$ cat src/rtl/core/pkt_dfr_pkg.sv
`timescale 1ns / 1ps
// ----------------------------------------------------------------------------
// Deframer package
// Shared constants and the result word type of the frame deframer.
// ----------------------------------------------------------------------------
package pkt_dfr_pkg;

	localparam int unsigned BYTE_W = 8;

	localparam logic [BYTE_W-1:0] HDR_OFFSET_RST = 8'd17;
	localparam logic [BYTE_W-1:0] SUM_GOOD       = 8'hFF;

	localparam logic KIND_PAYLOAD = 1'b0;
	localparam logic KIND_VERDICT = 1'b1;

	typedef struct packed {
		logic              result_kind;
		logic [BYTE_W-1:0] payload_byte;
		logic [BYTE_W-1:0] payload_index;
		logic [BYTE_W-1:0] subsystem;
		logic [BYTE_W-1:0] command_code;
		logic [BYTE_W-1:0] payload_length;
		logic              checksum_ok;
	} res_t;

endpackage

$ cat src/rtl/core/pkt_dfr_byte_if.sv
`timescale 1ns / 1ps
// ----------------------------------------------------------------------------
// Received byte channel
// valid/ready channel carrying one buffer byte and its start flag.
// ----------------------------------------------------------------------------
interface pkt_dfr_byte_if;
	logic       valid;
	logic       ready;
	logic [7:0] rx_byte;
	logic       frame_start;

	modport source (output valid, rx_byte, frame_start, input ready);
	modport sink (input valid, rx_byte, frame_start, output ready);
endinterface

$ cat src/rtl/core/pkt_dfr_res_if.sv
`timescale 1ns / 1ps
// ----------------------------------------------------------------------------
// Result channel
// valid/ready channel carrying payload bytes and end of frame verdicts.
// ----------------------------------------------------------------------------
interface pkt_dfr_res_if;
	logic       valid;
	logic       ready;
	logic       result_kind;
	logic [7:0] payload_byte;
	logic [7:0] payload_index;
	logic [7:0] subsystem;
	logic [7:0] command_code;
	logic [7:0] payload_length;
	logic       checksum_ok;

	modport source (output valid, result_kind, payload_byte, payload_index, subsystem,
		command_code, payload_length, checksum_ok, input ready);
	modport sink (input valid, result_kind, payload_byte, payload_index, subsystem,
		command_code, payload_length, checksum_ok, output ready);
endinterface

$ cat src/rtl/core/pkt_dfr_cfg_if.sv
`timescale 1ns / 1ps
// ----------------------------------------------------------------------------
// Configuration write channel
// valid/ready channel carrying the header offset register value.
// ----------------------------------------------------------------------------
interface pkt_dfr_cfg_if;
	logic       valid;
	logic       ready;
	logic [7:0] header_offset;

	modport source (output valid, header_offset, input ready);
	modport sink (input valid, header_offset, output ready);
endinterface

$ cat src/rtl/core/pkt_dfr_core.sv
`timescale 1ns / 1ps
// ----------------------------------------------------------------------------
// Deframer core
// Frame phase tracking, running sum and result formation for one byte a cycle while acc is high.
// ----------------------------------------------------------------------------
module pkt_dfr_core
	import pkt_dfr_pkg::*;
(
	input  logic              clk,
	input  logic              arst_n,
	input  logic              cfg_we,
	input  logic [BYTE_W-1:0] cfg_data,
	input  logic              acc,
	input  logic [BYTE_W-1:0] rx_byte,
	input  logic              frame_start,
	output logic              push,
	output res_t              res
);

	localparam logic [2:0] PH_IDLE   = 3'd0;
	localparam logic [2:0] PH_HEADER = 3'd1;
	localparam logic [2:0] PH_SUBSYS = 3'd2;
	localparam logic [2:0] PH_CMD    = 3'd3;
	localparam logic [2:0] PH_LEN    = 3'd4;
	localparam logic [2:0] PH_DATA   = 3'd5;
	localparam logic [2:0] PH_CHECK  = 3'd6;

	logic [BYTE_W-1:0] offset_q;
	logic [2:0]        phase_q, phase_d;
	logic [BYTE_W-1:0] cnt_q, cnt_d;
	logic [BYTE_W-1:0] sum_q, sum_d;
	logic [BYTE_W-1:0] subsys_q, subsys_d;
	logic [BYTE_W-1:0] cmd_q, cmd_d;
	logic [BYTE_W-1:0] len_q, len_d;

	always_comb begin
		logic [2:0]        ph;
		logic [BYTE_W-1:0] cnt;
		logic [BYTE_W-1:0] sum;
		logic [BYTE_W-1:0] sum_inc;
		logic [BYTE_W-1:0] cnt_inc;

		ph     = phase_q;
		cnt    = cnt_q;
		sum    = sum_q;
		subsys_d = subsys_q;
		cmd_d    = cmd_q;
		len_d    = len_q;
		// start flag restarts the buffer on this very byte
		if (frame_start) begin
			ph       = (offset_q == '0) ? PH_SUBSYS : PH_HEADER;
			cnt      = '0;
			sum      = '0;
			subsys_d = '0;
			cmd_d    = '0;
			len_d    = '0;
		end
		sum_inc = sum + rx_byte;
		cnt_inc = cnt + BYTE_W'(1);

		phase_d = ph;
		cnt_d   = cnt;
		sum_d   = sum;
		push    = 1'b0;
		res     = '0;

		case (ph)
			PH_HEADER: begin
				cnt_d = cnt_inc;
				if (cnt_inc >= offset_q)
					phase_d = PH_SUBSYS;
			end
			PH_SUBSYS: begin
				subsys_d = rx_byte;
				sum_d    = sum_inc;
				phase_d  = PH_CMD;
			end
			PH_CMD: begin
				cmd_d   = rx_byte;
				sum_d   = sum_inc;
				phase_d = PH_LEN;
			end
			PH_LEN: begin
				len_d   = rx_byte;
				sum_d   = sum_inc;
				cnt_d   = '0;
				phase_d = (rx_byte == '0) ? PH_CHECK : PH_DATA;
			end
			PH_DATA: begin
				sum_d             = sum_inc;
				push              = acc;
				res.result_kind   = KIND_PAYLOAD;
				res.payload_byte  = rx_byte;
				res.payload_index = cnt;
				cnt_d             = cnt_inc;
				if (cnt_inc == len_d)
					phase_d = PH_CHECK;
			end
			PH_CHECK: begin
				sum_d              = sum_inc;
				push               = acc;
				res.result_kind    = KIND_VERDICT;
				res.subsystem      = subsys_d;
				res.command_code   = cmd_d;
				res.payload_length = len_d;
				res.checksum_ok    = (sum_inc == SUM_GOOD);
				phase_d            = PH_IDLE;
			end
			default: begin
				phase_d = PH_IDLE;
			end
		endcase
	end

	always_ff @(posedge clk or negedge arst_n) begin
		if (!arst_n) begin
			offset_q <= HDR_OFFSET_RST;
		end else if (cfg_we) begin
			offset_q <= cfg_data;
		end
	end

	always_ff @(posedge clk or negedge arst_n) begin
		if (!arst_n) begin
			phase_q  <= PH_IDLE;
			cnt_q    <= '0;
			sum_q    <= '0;
			subsys_q <= '0;
			cmd_q    <= '0;
			len_q    <= '0;
		end else if (acc) begin
			phase_q  <= phase_d;
			cnt_q    <= cnt_d;
			sum_q    <= sum_d;
			subsys_q <= subsys_d;
			cmd_q    <= cmd_d;
			len_q    <= len_d;
		end
	end

endmodule

$ cat src/rtl/core/pkt_dfr_outq.sv
`timescale 1ns / 1ps
// ----------------------------------------------------------------------------
// Result output queue
// Two-word queue: output register plus skid entry, so the byte side keeps
// flowing while a result waits.
// ----------------------------------------------------------------------------
module pkt_dfr_outq
	import pkt_dfr_pkg::*;
(
	input  logic clk,
	input  logic arst_n,
	input  logic push,
	input  res_t din,
	output logic full,
	output logic out_valid,
	input  logic out_ready,
	output res_t dout
);

	logic [1:0] cnt_q;
	res_t       head_q;
	res_t       skid_q;
	logic       pop;

	assign pop       = out_valid && out_ready;
	assign out_valid = (cnt_q != 2'd0);
	assign full      = (cnt_q == 2'd2);
	assign dout      = head_q;

	always_ff @(posedge clk or negedge arst_n) begin
		if (!arst_n) begin
			cnt_q <= 2'd0;
		end else begin
			case (cnt_q)
				2'd0: if (push) cnt_q <= 2'd1;
				2'd1: begin
					if (push && !pop)
						cnt_q <= 2'd2;
					else if (!push && pop)
						cnt_q <= 2'd0;
				end
				2'd2: if (pop) cnt_q <= 2'd1;
				default: cnt_q <= 2'd0;
			endcase
		end
	end

	// payload entries, no reset
	always_ff @(posedge clk) begin
		case (cnt_q)
			2'd0: if (push) head_q <= din;
			2'd1: begin
				if (push && pop)
					head_q <= din;
				else if (push)
					skid_q <= din;
			end
			2'd2: if (pop) head_q <= skid_q;
			default: head_q <= head_q;
		endcase
	end

endmodule

$ cat src/rtl/core/packet_deframer_sum_check.sv
`timescale 1ns / 1ps
// ----------------------------------------------------------------------------
// Packet deframer with 8-bit sum check
// Length-prefixed frame deframer: emits payload bytes with index and a final
// verdict with header fields and checksum status.
// ----------------------------------------------------------------------------
// Takes one received word per clock, set by the phase/sum update and the
// two-word output queue; byte_ch.ready drops only while two results wait
// unread. Words that cause no result are taken regardless of how many
// results wait, except when the queue is full. Each word is processed in the
// cycle it is accepted; its payload byte or verdict is visible from the next
// cycle if the queue is empty or its head is read, else it waits in the skid.
// header_offset is written through cfg_ch (always ready); the user must do so
// only while the block is idle, which the block does not enforce. It resets to 17.
module packet_deframer_sum_check
	import pkt_dfr_pkg::*;
(
	input  logic             clk,
	input  logic             arst_n,
	pkt_dfr_cfg_if.sink      cfg_ch,
	pkt_dfr_byte_if.sink     byte_ch,
	pkt_dfr_res_if.source    result_ch
);

	logic acc;
	logic push;
	logic full;
	res_t res;
	res_t res_out;

	assign cfg_ch.ready  = 1'b1;
	assign byte_ch.ready = !full;
	assign acc           = byte_ch.valid && !full;

	pkt_dfr_core u_core (
		.clk         (clk),
		.arst_n      (arst_n),
		.cfg_we      (cfg_ch.valid),
		.cfg_data    (cfg_ch.header_offset),
		.acc         (acc),
		.rx_byte     (byte_ch.rx_byte),
		.frame_start (byte_ch.frame_start),
		.push        (push),
		.res         (res)
	);

	pkt_dfr_outq u_outq (
		.clk       (clk),
		.arst_n    (arst_n),
		.push      (push),
		.din       (res),
		.full      (full),
		.out_valid (result_ch.valid),
		.out_ready (result_ch.ready),
		.dout      (res_out)
	);

	assign result_ch.result_kind    = res_out.result_kind;
	assign result_ch.payload_byte   = res_out.payload_byte;
	assign result_ch.payload_index  = res_out.payload_index;
	assign result_ch.subsystem      = res_out.subsystem;
	assign result_ch.command_code   = res_out.command_code;
	assign result_ch.payload_length = res_out.payload_length;
	assign result_ch.checksum_ok    = res_out.checksum_ok;

endmodule

$ cat src/flat_wrapper.sv
// flat-port wrapper written by rule: the top's interface ports become plain ports
module packet_deframer_sum_check_flat import pkt_dfr_pkg::*;
  (clk, arst_n, cfg_ch_valid, cfg_ch_header_offset, cfg_ch_ready, byte_ch_valid, byte_ch_rx_byte, byte_ch_frame_start, byte_ch_ready, result_ch_valid, result_ch_result_kind, result_ch_payload_byte, result_ch_payload_index, result_ch_subsystem, result_ch_command_code, result_ch_payload_length, result_ch_checksum_ok, result_ch_ready);
  pkt_dfr_cfg_if cfg_ch_i ();
  pkt_dfr_byte_if byte_ch_i ();
  pkt_dfr_res_if result_ch_i ();
  input  logic clk;
  input  logic arst_n;
  input wire logic [$bits(cfg_ch_i.valid)-1:0] cfg_ch_valid;
  input wire logic [$bits(cfg_ch_i.header_offset)-1:0] cfg_ch_header_offset;
  output wire logic [$bits(cfg_ch_i.ready)-1:0] cfg_ch_ready;
  input wire logic [$bits(byte_ch_i.valid)-1:0] byte_ch_valid;
  input wire logic [$bits(byte_ch_i.rx_byte)-1:0] byte_ch_rx_byte;
  input wire logic [$bits(byte_ch_i.frame_start)-1:0] byte_ch_frame_start;
  output wire logic [$bits(byte_ch_i.ready)-1:0] byte_ch_ready;
  output wire logic [$bits(result_ch_i.valid)-1:0] result_ch_valid;
  output wire logic [$bits(result_ch_i.result_kind)-1:0] result_ch_result_kind;
  output wire logic [$bits(result_ch_i.payload_byte)-1:0] result_ch_payload_byte;
  output wire logic [$bits(result_ch_i.payload_index)-1:0] result_ch_payload_index;
  output wire logic [$bits(result_ch_i.subsystem)-1:0] result_ch_subsystem;
  output wire logic [$bits(result_ch_i.command_code)-1:0] result_ch_command_code;
  output wire logic [$bits(result_ch_i.payload_length)-1:0] result_ch_payload_length;
  output wire logic [$bits(result_ch_i.checksum_ok)-1:0] result_ch_checksum_ok;
  input wire logic [$bits(result_ch_i.ready)-1:0] result_ch_ready;
  assign cfg_ch_i.valid = cfg_ch_valid;
  assign cfg_ch_i.header_offset = cfg_ch_header_offset;
  assign cfg_ch_ready = cfg_ch_i.ready;
  assign byte_ch_i.valid = byte_ch_valid;
  assign byte_ch_i.rx_byte = byte_ch_rx_byte;
  assign byte_ch_i.frame_start = byte_ch_frame_start;
  assign byte_ch_ready = byte_ch_i.ready;
  assign result_ch_valid = result_ch_i.valid;
  assign result_ch_result_kind = result_ch_i.result_kind;
  assign result_ch_payload_byte = result_ch_i.payload_byte;
  assign result_ch_payload_index = result_ch_i.payload_index;
  assign result_ch_subsystem = result_ch_i.subsystem;
  assign result_ch_command_code = result_ch_i.command_code;
  assign result_ch_payload_length = result_ch_i.payload_length;
  assign result_ch_checksum_ok = result_ch_i.checksum_ok;
  assign result_ch_i.ready = result_ch_ready;
  packet_deframer_sum_check u_core (.clk(clk), .arst_n(arst_n), .cfg_ch(cfg_ch_i), .byte_ch(byte_ch_i), .result_ch(result_ch_i));
endmodule
$ cat config.mk
export PLATFORM = sky130hd
export DESIGN_NAME = packet_deframer_sum_check_flat
export DESIGN_NICKNAME = d
export VERILOG_FILES = /design/src/rtl/core/pkt_dfr_pkg.sv /design/src/rtl/core/pkt_dfr_byte_if.sv /design/src/rtl/core/pkt_dfr_res_if.sv /design/src/rtl/core/pkt_dfr_cfg_if.sv /design/src/rtl/core/pkt_dfr_core.sv /design/src/rtl/core/pkt_dfr_outq.sv /design/src/rtl/core/packet_deframer_sum_check.sv /design/src/flat_wrapper.sv
export SDC_FILE = /design/constraint.sdc
export NUM_CORES = 1
export LEC_CHECK = 0
export BUFFER_PORTS_ARGS = -buffer_cell sky130_fd_sc_hd__clkbuf_2
export CORE_MARGIN = 10
export CORE_UTILIZATION = 55
export CTS_BUF_LIST = sky130_fd_sc_hd__clkbuf_8
export CTS_CLUSTER_SIZE = 16
export DETAILED_ROUTE_END_ITERATION = 16
export HOLD_SLACK_MARGIN = 0.15
export PLACE_DENSITY = 0.83
export SYNTH_ARGS = -nofsm -noshare
export SYNTH_HDL_FRONTEND = slang
export SYNTH_SLANG_ARGS = --single-unit
$ cat constraint.sdc
create_clock -name clk -period 5.8 [get_ports clk]
set_input_delay 0.87 -clock clk [delete_from_list [all_inputs] [get_ports clk]]
set_output_delay 0.87 -clock clk [all_outputs]
set_load 0.005 [all_outputs]
[After elaboration in Yosys (flattened, before gate mapping)]
Cells that the tools add are included.
Storage, ports and cells
  bits of input ports: 22
  output and inout port bits: 45
  memories kept: 0
  logic and storage cells: 88
  RAM bits: 0
  register bits: 137
  ROM bits: 0
  latch bits: 0
Cells by class
  shift-type cells: 0
  reduce and logical (&&, ||, !) cells: 19
  bitwise logic cells: 1
  div/mod/pow operators: 0
  order comparisons: 1
  equality and inequality tests: 14
  $add $sub $neg: 2
  multipliers: 0
  mux-type cells: 29
Operators by type and width (count)
  $mux 42: 3
  $pmux 42 s3: 1
  $mux 8: 9
  $mux 25: 1
  $logic_not 8->1: 2
  $mux 16: 1
  $pmux 8 s2: 1
  $pmux 3 s5: 1
  $mux 2: 6
  $eq 3x3->1 const B: 3
  $mux 3: 3
  $add 8x1->8 const B: 1
  $add 8x8->8: 1
  $eq 8x8->1: 1
  $eq 8x8->1 const B: 1
  $ge 8x8->1: 1
  $eq 3x2->1 const B: 2
  $ne 2x2->1 const B: 3
  $pmux 2 s3: 1
  $reduce_and 3->1: 2
  $logic_and 1x1->1: 5
  $reduce_or 5->1: 1
  $reduce_and 4->1: 1
  $reduce_or 2->1: 2
  10 further kinds: 13

[Depth between registers and ports, before layout]
Gate-level depths: netlist of the first run.
  word-level depth: 11
  gate-level depth with buffers: 17
  depth with buffers taken out: 12

[Cells and area by module]
From an unflattened synthesis of the first run, not the netlist that was laid out.
Unflattened totals
  cell total of the unflattened synthesis: 501
  area total of the unflattened synthesis: 6703.9 µm²
By module, submodules not included
  pkt_dfr_outq: times used 1, area each 3428.3 µm², cells each 151
  pkt_dfr_core: times used 1, area each 3254.4 µm², cells each 346
  packet_deframer_sum_check: times used 1, area each 21.3 µm², cells each 4

[Worst setup path after synthesis of the first run]
No wires, ideal clock.
  path type: input -> register
  start point: input byte_ch_frame_start
  end point: register u_core.u_outq.skid_q[0] (netlist bit), enable pin
  setup slack: -0.813 ns
  setup time: 0.561 ns
  data arrival time: 6.051 ns
  stages: 5
  data required time: 5.239 ns
  path through: and4bb_2 > o211ai_1 > inv_1 > ha_1 > nor4b_1
On the way
  cells in the longest elaborated chain, start to end: 7
  elaborated cells between the ends (all ways): 8
  classes of those cells: eq/ne: 2; mux: 2; bitwise: 1; reduce/logical: 3
Ends and longest elaborated chain
  start: declaration: line flat_wrapper.sv:14  | input wire logic [$bits(byte_ch_i.frame_start)-1:0] byte_ch_frame_start;
  $mux 3 (*): line pkt_dfr_core.sv:50  | if (frame_start) begin
  $eq 3x3->1: line pkt_dfr_core.sv:67  | case (ph)
  $reduce_or 2->1 (no line) (*)
  $mux 1 (*): line pkt_dfr_core.sv:67
  $logic_and 1x1->1: line pkt_dfr_outq.sv:53  | if (push && pop)
  $not 1->1 (no line)
  $reduce_and 3->1 (no line) (*)
  end signal: assignment: line pkt_dfr_outq.sv:56  | skid_q <= din;
  end: declaration: line pkt_dfr_outq.sv:22  | res_t skid_q;
Every way passes the cells marked *; elsewhere a longest branch is shown, timed or not.
A chain may end at the register's enable or synchronous reset.

[Worst setup path in the final report of the first run]
  start point: input byte_ch_frame_start
  end point: register u_core.u_core.phase_q[0]
On the way
  cells in the longest elaborated chain, start to end: 5
  elaborated cells between the ends (all ways): 14
  classes of those cells: add/sub: 1; order compare: 1; eq/ne: 6; mux: 6
Ends and longest elaborated chain
  $mux 8: line pkt_dfr_core.sv:50
  $add 8x1->8: line pkt_dfr_core.sv:59  | cnt_inc = cnt + BYTE_W'(1);
  $ge 8x8->1 / $eq 8x8->1 (equally long branches): line pkt_dfr_core.sv:70, pkt_dfr_core.sv:96
  $mux 3, on equally long branches: line pkt_dfr_core.sv:70, pkt_dfr_core.sv:96
  $pmux 3 s5 (*): line pkt_dfr_core.sv:67
  end signal: assignment: line pkt_dfr_core.sv:132  | phase_q <= phase_d;
  end: declaration: line pkt_dfr_core.sv:29  | logic [2:0] phase_q, phase_d;
Marked as above.

==> impl_results.md, run 1 <==
- Status: complete, no violations
- Routed length per placed instance: 19.0 um
- Core footprint: approximately 12000 um2
- Global route overflow: 0
- Syn avg cell area: between 10 and 15 um2
- Die Y: 131 um
- Port bufs: 65
- Slew @ Worst Pin: about 1200 ps
- Crit Path Max Fanout: a little over 40
- Initial Util: 0.562
- Hold Violations, Final: 0
- # Max-Cap Violations: 0
- Cell Area, Synth: between 6000 and 7000 um2
- Min-delay worst type: reg2reg
- Crit path DAT: about 4000 ps
- Static Leakage: 3.14 nW
- Post-Syn Nets: a little under 600
- Relative slew margins: 0.164
- Netlist cell types: 80
- Vias/cell: 5.95
- IO Pins: 67
- Async SR Flop Fraction: 0.387
- Net count, final: ~640
- Final Cycle Share: 0.642
- First-pass DRT Iterations: 6
- Global-route wire length before repair: around 24000 um
- Vias in the first global route: 4618
- Setup violations, final: 0
- #FFs+latches synth: 137
- Remaining DRCs: 0
- Max-slew violation count: 0
- Number of setup buffers added after CTS: 0
- Diode count: 0
- Maximum vdd ir drop: between 0.15 and 0.2 mV
- Sequential area share after synthesis: 0.568
- Crit path kind: in2reg
- Main synth FF type: edfxtp_1
- CTS max path bufs: 2
- Hold_buf cts: 0
- Final instance area: approximately 7700 um2
- Synth-to-Final Area Change: 12.9%
- Post-Synthesis Cells: about 540
- Worst Slack Setup Final: 2080 ps
- DR iter-0 viols: between 400 and 500
- Root Driver: clkbuf_8
- Unrepaired setup endpoints after global routing: false
- Placed Area: just over 7000 um2
- WP data required: 6120 ps
- Share of cells above drive strength 1: 0.243
- Gr usage total: 0.178
- Crit start category: input port
- Setup WS pre-CTS: about 1600 ps
- Routed Antenna Nets: 0
- Clk_lat worst skew: roughly 440 ps
- CTS Sinks: around 140
- Detail Placement HPWL: about 10000 um
- Vias post-DR: around 4600
- CTS H-tree lvls: 4
- Die area: between 15000 and 20000 um2
- Final min period: approximately 3700 ps
- CP Capture Type: register
- Worst-path clk slew: around 70 ps
- Row count: 40
- Post-CTS sizing: 0
- PwrDens: roughly 330 nW/um2
- Tot Pwr: approximately 2.5 mW
- CTS Buf Count: 17
- Fillers: 900
- Initial antenna violation count: 0
- TritonCTS clock tree: yes
- Die W: ~130 um
- Fmax: about 270 MHz
- WL final: 14700 um
- Yosys warns: 0
- Routability cong.: around 0.93
- Setup TNS: 0 ps
- Largest net degree at the start of global routing: 54
- EDFF count, synth: 84
- Final Skew: slightly above 9 ps
[power by group]
part | internal (mW) | switching (mW) | leakage [nW]
sequential | 1.12 | 0.0885 | 1.42
combinational | 0.180 | 0.223 | 1.48
clock | 0.558 | 0.375 | 0.240
[final cells by class]
class	instances	area [um2]	area share
clock buffers	17	234	0.0306
clock inverters	15	244	0.0319
inverters	15	56.3	0.00736
multi-input cells	356	2700	0.353
flip-flops and latches	137	3850	0.503
well taps	168	210	0.0275
repair buffers	69	355	0.0464
[flip-flops by register name (all words and copies together), names as in the netlist]
name                    flops
u_core.u_core.cmd_q         8
u_core.u_core.offset_q      8
u_core.u_core.cnt_q         8
u_core.u_outq.cnt_q         2
u_core.u_core.subsys_q      8
u_core.u_core.len_q         8
u_core.u_outq.dout         42
u_core.u_core.sum_q         8
u_core.u_outq.skid_q       42
u_core.u_core.phase_q       3
[through the flow]
stage                util  hold slack, ps  std cells
global placement    0.595             458        745
finish              0.635             480        777
CTS                 0.635             486        777
global route        0.635             523        777
detailed placement  0.595             469        745
floorplan               -             442        536
[per-layer routing]
layer  track usage  vias to the layer above  wire length, um
met5             0                        -                0
met2         0.293                      180             7210
met1         0.222                     2275             6290
li1              -                     2134                -
met3        0.0496                       32              961
met4        0.0602                        0              268
[cells by family (layout without fill, tap and decap cells)]
family | count (synthesis) | count (layout) | synth area share
flops | 137 | 137 | 0.568
xor+xnor | 18 | 18 | 0.0253
mux | 41 | 41 | 0.0681
other cells | 1 | 1 | 0.000553
fa+ha+maj | 19 | 19 | 0.0362
buf+inv | 43 | 116 | 0.0380
simple gates | 155 | 155 | 0.133
compound gates | 122 | 122 | 0.131
[cells in the mapped netlist, drive strengths merged (3+ instances only)]
cell	count	area share
o221ai	3	0.0039
a22o	33	0.043
nor2b	14	0.014
xnor2	11	0.014
nor4b	3	0.0039
and3	3	0.0028
nor3	7	0.0059
or4	3	0.0033
o21ai	29	0.021
ha	18	0.033
buf	19	0.023
mux2	41	0.068
dfrtp	51	0.19
a21o	5	0.0055
a31o	3	0.0039
nand2b	3	0.0028
nand2	34	0.020
clkbuf	9	0.0065
o2111ai	3	0.0039
a21oi	14	0.011
xor2	6	0.0078
edfxtp	84	0.37
nor4	6	0.0074
o21a	3	0.0035
nor2	15	0.0087
a211oi	3	0.0033
inv	15	0.0083
o22ai	4	0.0037
and2	42	0.039
nand3	11	0.0081
nand3b	3	0.0033
[cell usage in the layout, fill, tap and decap left out, types with 5 or more instances in the layout]
master     instances
o21ai_0           22
clkbuf_2          65
edfxtp_1          84
nor2b_1           12
a21oi_1           13
nor2_1            14
nor3_1             6
a22o_1            32
ha_1              18
dfrtp_1           51
xor2_1             6
xnor2_1           11
mux2_2            27
and2_1            41
mux2_1            14
inv_1             14
o21ai_1            6
clkbuf_8          17
a21o_1             5
nand3_1           11
bufinv_16          6
nand2_1           32
[worst paths after layout]
| path | end | from | depth (start not counted) | slack, ps |
|---|---|---|---|---|
| min reg2reg | u_core.u_core.sum_q[6]$_DFFE_PN0P_ | u_core.u_core.sum_q[6]$_DFFE_PN0P_ | 2 | 480 |
| max in group asynchronous | u_core.u_core.subsys_q[7]$_DFFE_PN0P_ | arst_n | 2 | 4800 |
| min | u_core.u_core.sum_q[6]$_DFFE_PN0P_ | u_core.u_core.sum_q[6]$_DFFE_PN0P_ | 2 | 480 |
| max reg2reg | u_core.u_core.phase_q[0]$_DFFE_PN0P_ | u_core.u_core.cnt_q[0]$_DFFE_PN0P_ | 12 | 2530 |
| max | u_core.u_core.phase_q[0]$_DFFE_PN0P_ | byte_ch_frame_start | 11 | 2080 |
| min in group asynchronous | u_core.u_core.sum_q[4]$_DFFE_PN0P_ | arst_n | 2 | 540 |
[worst max-delay path, stage by stage]
cell and delay [ps]:
clkbuf_2 460, nand4b_1 610, nor3_1 390, xnor2_1 160, nor2_1 70, ha_1 350, and2_1 160, o2111ai_1 150
o221ai_1 210, or3b_1 380, o21ba_1 210
(Power assumes the default switching activity.)
==> inputs of run 2 (changes only) <==
--- a/config.mk
+++ b/config.mk
@@ -7,12 +7,12 @@
 export LEC_CHECK = 0
 export BUFFER_PORTS_ARGS = -buffer_cell sky130_fd_sc_hd__clkbuf_2
 export CORE_MARGIN = 10
-export CORE_UTILIZATION = 55
+export CORE_UTILIZATION = 61
 export CTS_BUF_LIST = sky130_fd_sc_hd__clkbuf_8
 export CTS_CLUSTER_SIZE = 16
 export DETAILED_ROUTE_END_ITERATION = 16
 export HOLD_SLACK_MARGIN = 0.15
-export PLACE_DENSITY = 0.83
+export PLACE_DENSITY = 0.87
 export SYNTH_ARGS = -nofsm -noshare
 export SYNTH_HDL_FRONTEND = slang
 export SYNTH_SLANG_ARGS = --single-unit
==> constraint.sdc (replaced) <==
create_clock -name clk -period 3.75 [get_ports clk]
set_input_delay 0.5625 -clock clk [delete_from_list [all_inputs] [get_ports clk]]
set_output_delay 0.5625 -clock clk [all_outputs]
set_load 0.005 [all_outputs]
==> run 2 against run 1 <==
Utilization is 6.9 points higher. Non-clock buffer count is 3 higher. Count of clock-buffer cells in the layout stayed put. Highest routed layer unchanged. Sequential cell count stayed put. Largest cell class unchanged. Critical endpoint is now u_core.u_outq.dout[26]$_DFFE_PP_. First-iteration DRC count is 26% higher. Routed wire length is 3.7% higher.
==> impl_results.md, run 2 (same netlist as run 1, synthesis figures left out) <==
- Status: complete, no violations (unchanged)
- Unrepaired setup endpoints after global routing: false (unchanged)
- Fmax: 315 MHz
- Max-slew violation count: 0 (unchanged)
- Clk_lat worst skew: 450 ps (was 440 ps)
- Final Cycle Share: 0.845
- First-pass DRT Iterations: 6 (unchanged)
- Crit start category: register (was input port)
- Row count: 38 (was 40)
- Worst-path clk slew: 80 ps (was 70 ps)
- Die W: 125 um (was 131 um)
- Commonest non-fill, non-tap cell in the layout: edfxtp_1 (unchanged)
- Hold_buf cts: 0 (unchanged)
- Gr usage total: 0.193 (was 0.178)
- Synth-to-Final Area Change: 12.4% (was 12.9%)
- Initial Util: 0.625 (was 0.562)
- Initial antenna violation count: 0 (unchanged)
- Slew @ Worst Pin: 1290 ps (was 1250 ps)
- Crit path kind: reg2reg (was in2reg)
- PwrDens: 506 nW/um2 (was 332 nW/um2)
- Top sig layer: met4 (unchanged)
- Remaining DRCs: 0 (unchanged)
- CP Capture Type: register (unchanged)
- Number of setup buffers added after CTS: 0 (unchanged)
- CTS Sinks: 137 (unchanged)
- Die area: 15700 um2 (was 17200 um2)
- Largest net degree at the start of global routing: 46 (was 54)
- Maximum vdd ir drop: 0.248 mV (was 0.172 mV)
- WP data required: 3810 ps (was 6120 ps)
- Detail Placement HPWL: 10600 um (was 10300 um)
- Diode count: 0 (unchanged)
- Tot Pwr: 3.86 mW (was 2.54 mW)
- Static Leakage: 3.14 nW (about the same)
- Routed length per placed instance: 20.3 um (was 19.0 um)
- Root Driver: clkbuf_8 (unchanged)
- CTS max path bufs: 2 (unchanged)
- Net count, final: 640 (was 637)
- Met2 wire len: 7160 um (was 7210 um)
- Setup TNS: 0 ps (unchanged)
- Setup violations, final: 0 (unchanged)
- Crit path DAT: 3230 ps (was 4050 ps)
- Vias in the first global route: 4631 (was 4618)
- DR iter-0 viols: 508 (was 404)
- WL final: 15300 um (was 14700 um)
- Relative slew margins: 0.137 (was 0.164)
- Crit Path Max Fanout: 42 (was 41)
- Hold Violations, Final: 0 (unchanged)
- Routability cong.: 0.856 (was 0.927)
- Reg-to-reg setup timing slack: 580 ps (was 2530 ps)
- Min-delay worst type: in2async (was reg2reg)
- Vias post-DR: 4655 (was 4621)
- # Max-Cap Violations: 0 (unchanged)
- Vias/cell: 6.19 (was 5.95)
- CTS H-tree lvls: 4 (unchanged)
- Most frequent cells in the layout: edfxtp_1 (84), clkbuf_2 (65), dfrtp_1 (51) (unchanged)
- Share of cells above drive strength 1: 0.250 (was 0.243)
- IO Pins: 67 (unchanged)
- Post-CTS sizing: 0 (unchanged)
- Met3 WL: 1100 um (was 961 um)
- Global route overflow: 0 (unchanged)
- Die Y: 125 um (was 131 um)
- TritonCTS clock tree: yes (unchanged)
- Core footprint: 10800 um2 (was 12100 um2)
- CTS Buf Count: 17 (unchanged)
- Final Skew: 17.0 ps (was 9.19 ps)
- Routed Antenna Nets: 0 (unchanged)
- Port bufs: 65 (unchanged)
- M1 wire length: 6600 um (was 6290 um)
- Global-route wire length before repair: 24700 um (was 23700 um)
- Final min period: around 3200 ps
run 2: cell count changes in the layout (fill, tap and decap cells not counted):
cell,delta
clkinv_1,-1
clkinv_4,+2
bufinv_16,-2
buf_4,+2
inv_8,+1
buf_12,+1
inv_1,-1
clkinvlp_4,+1
run 2: routing by layer:
layer / track usage / vias up
li1: - / 2143
met1: 0.254 / 2254
met2: 0.299 / 221
met3: 0.0545 / 37
met4: 0.0705 / 0
met5: 0 / -
run 2: final timing paths:
kind / from / to / cells past startpoint
min in group clk: cfg_ch_header_offset[6] / u_core.u_core.offset_q[6]$_DFFE_PN0P_ / 3
min: arst_n / u_core.u_core.sum_q[7]$_DFFE_PN0P_ / 1
max in group asynchronous: arst_n / u_core.u_core.phase_q[2]$_DFFE_PN0P_ / 2
max reg2reg: u_core.u_core.phase_q[2]$_DFFE_PN0P_ / u_core.u_outq.dout[26]$_DFFE_PP_ / 6
max: u_core.u_core.phase_q[2]$_DFFE_PN0P_ / u_core.u_outq.dout[26]$_DFFE_PP_ / 6
min reg2reg: u_core.u_core.sum_q[2]$_DFFE_PN0P_ / u_core.u_core.sum_q[2]$_DFFE_PN0P_ / 2
run 2: metrics by stage:
step                std cells   util  cell area (um2)  setup slack (ps)  hold slack, ps
finish                    752  0.703             7620               580             249
global route              752  0.703             7620               381             318
CTS                       752  0.703             7620               544             279
detailed placement        720  0.662             7180               288             467
global placement          720  0.662             7180               470             459
floorplan                 536      -             6800               374             267
run 2: cell type report:
| type | instances | area (um2) |
|---|---|---|
| Fill cell | 726 | 3220 |
| Timing Repair Buffer | 72 | 390 |
| Clock buffer | 17 | 234 |
| Tap cell | 140 | 175 |
| Sequential cell | 137 | 3850 |
| Inverter | 15 | 56.3 |
| Clock inverter | 15 | 213 |
| Multi-Input combinational cell | 356 | 2700 |
run 2: critical path, stage by stage, from the launching register on:
cell and delay [ps]:
dfrtp_1 570, nor4bb_2 410, o211ai_1 250, inv_1 170
ha_1 240, a21oi_1 120, o21ai_4 980
run 2: report_power, final:
group / leakage, nW / internal [mW] / switching (mW)
logic: 1.50 / 0.282 / 0.355
registers: 1.42 / 1.73 / 0.133
clock network: 0.219 / 0.738 / 0.614
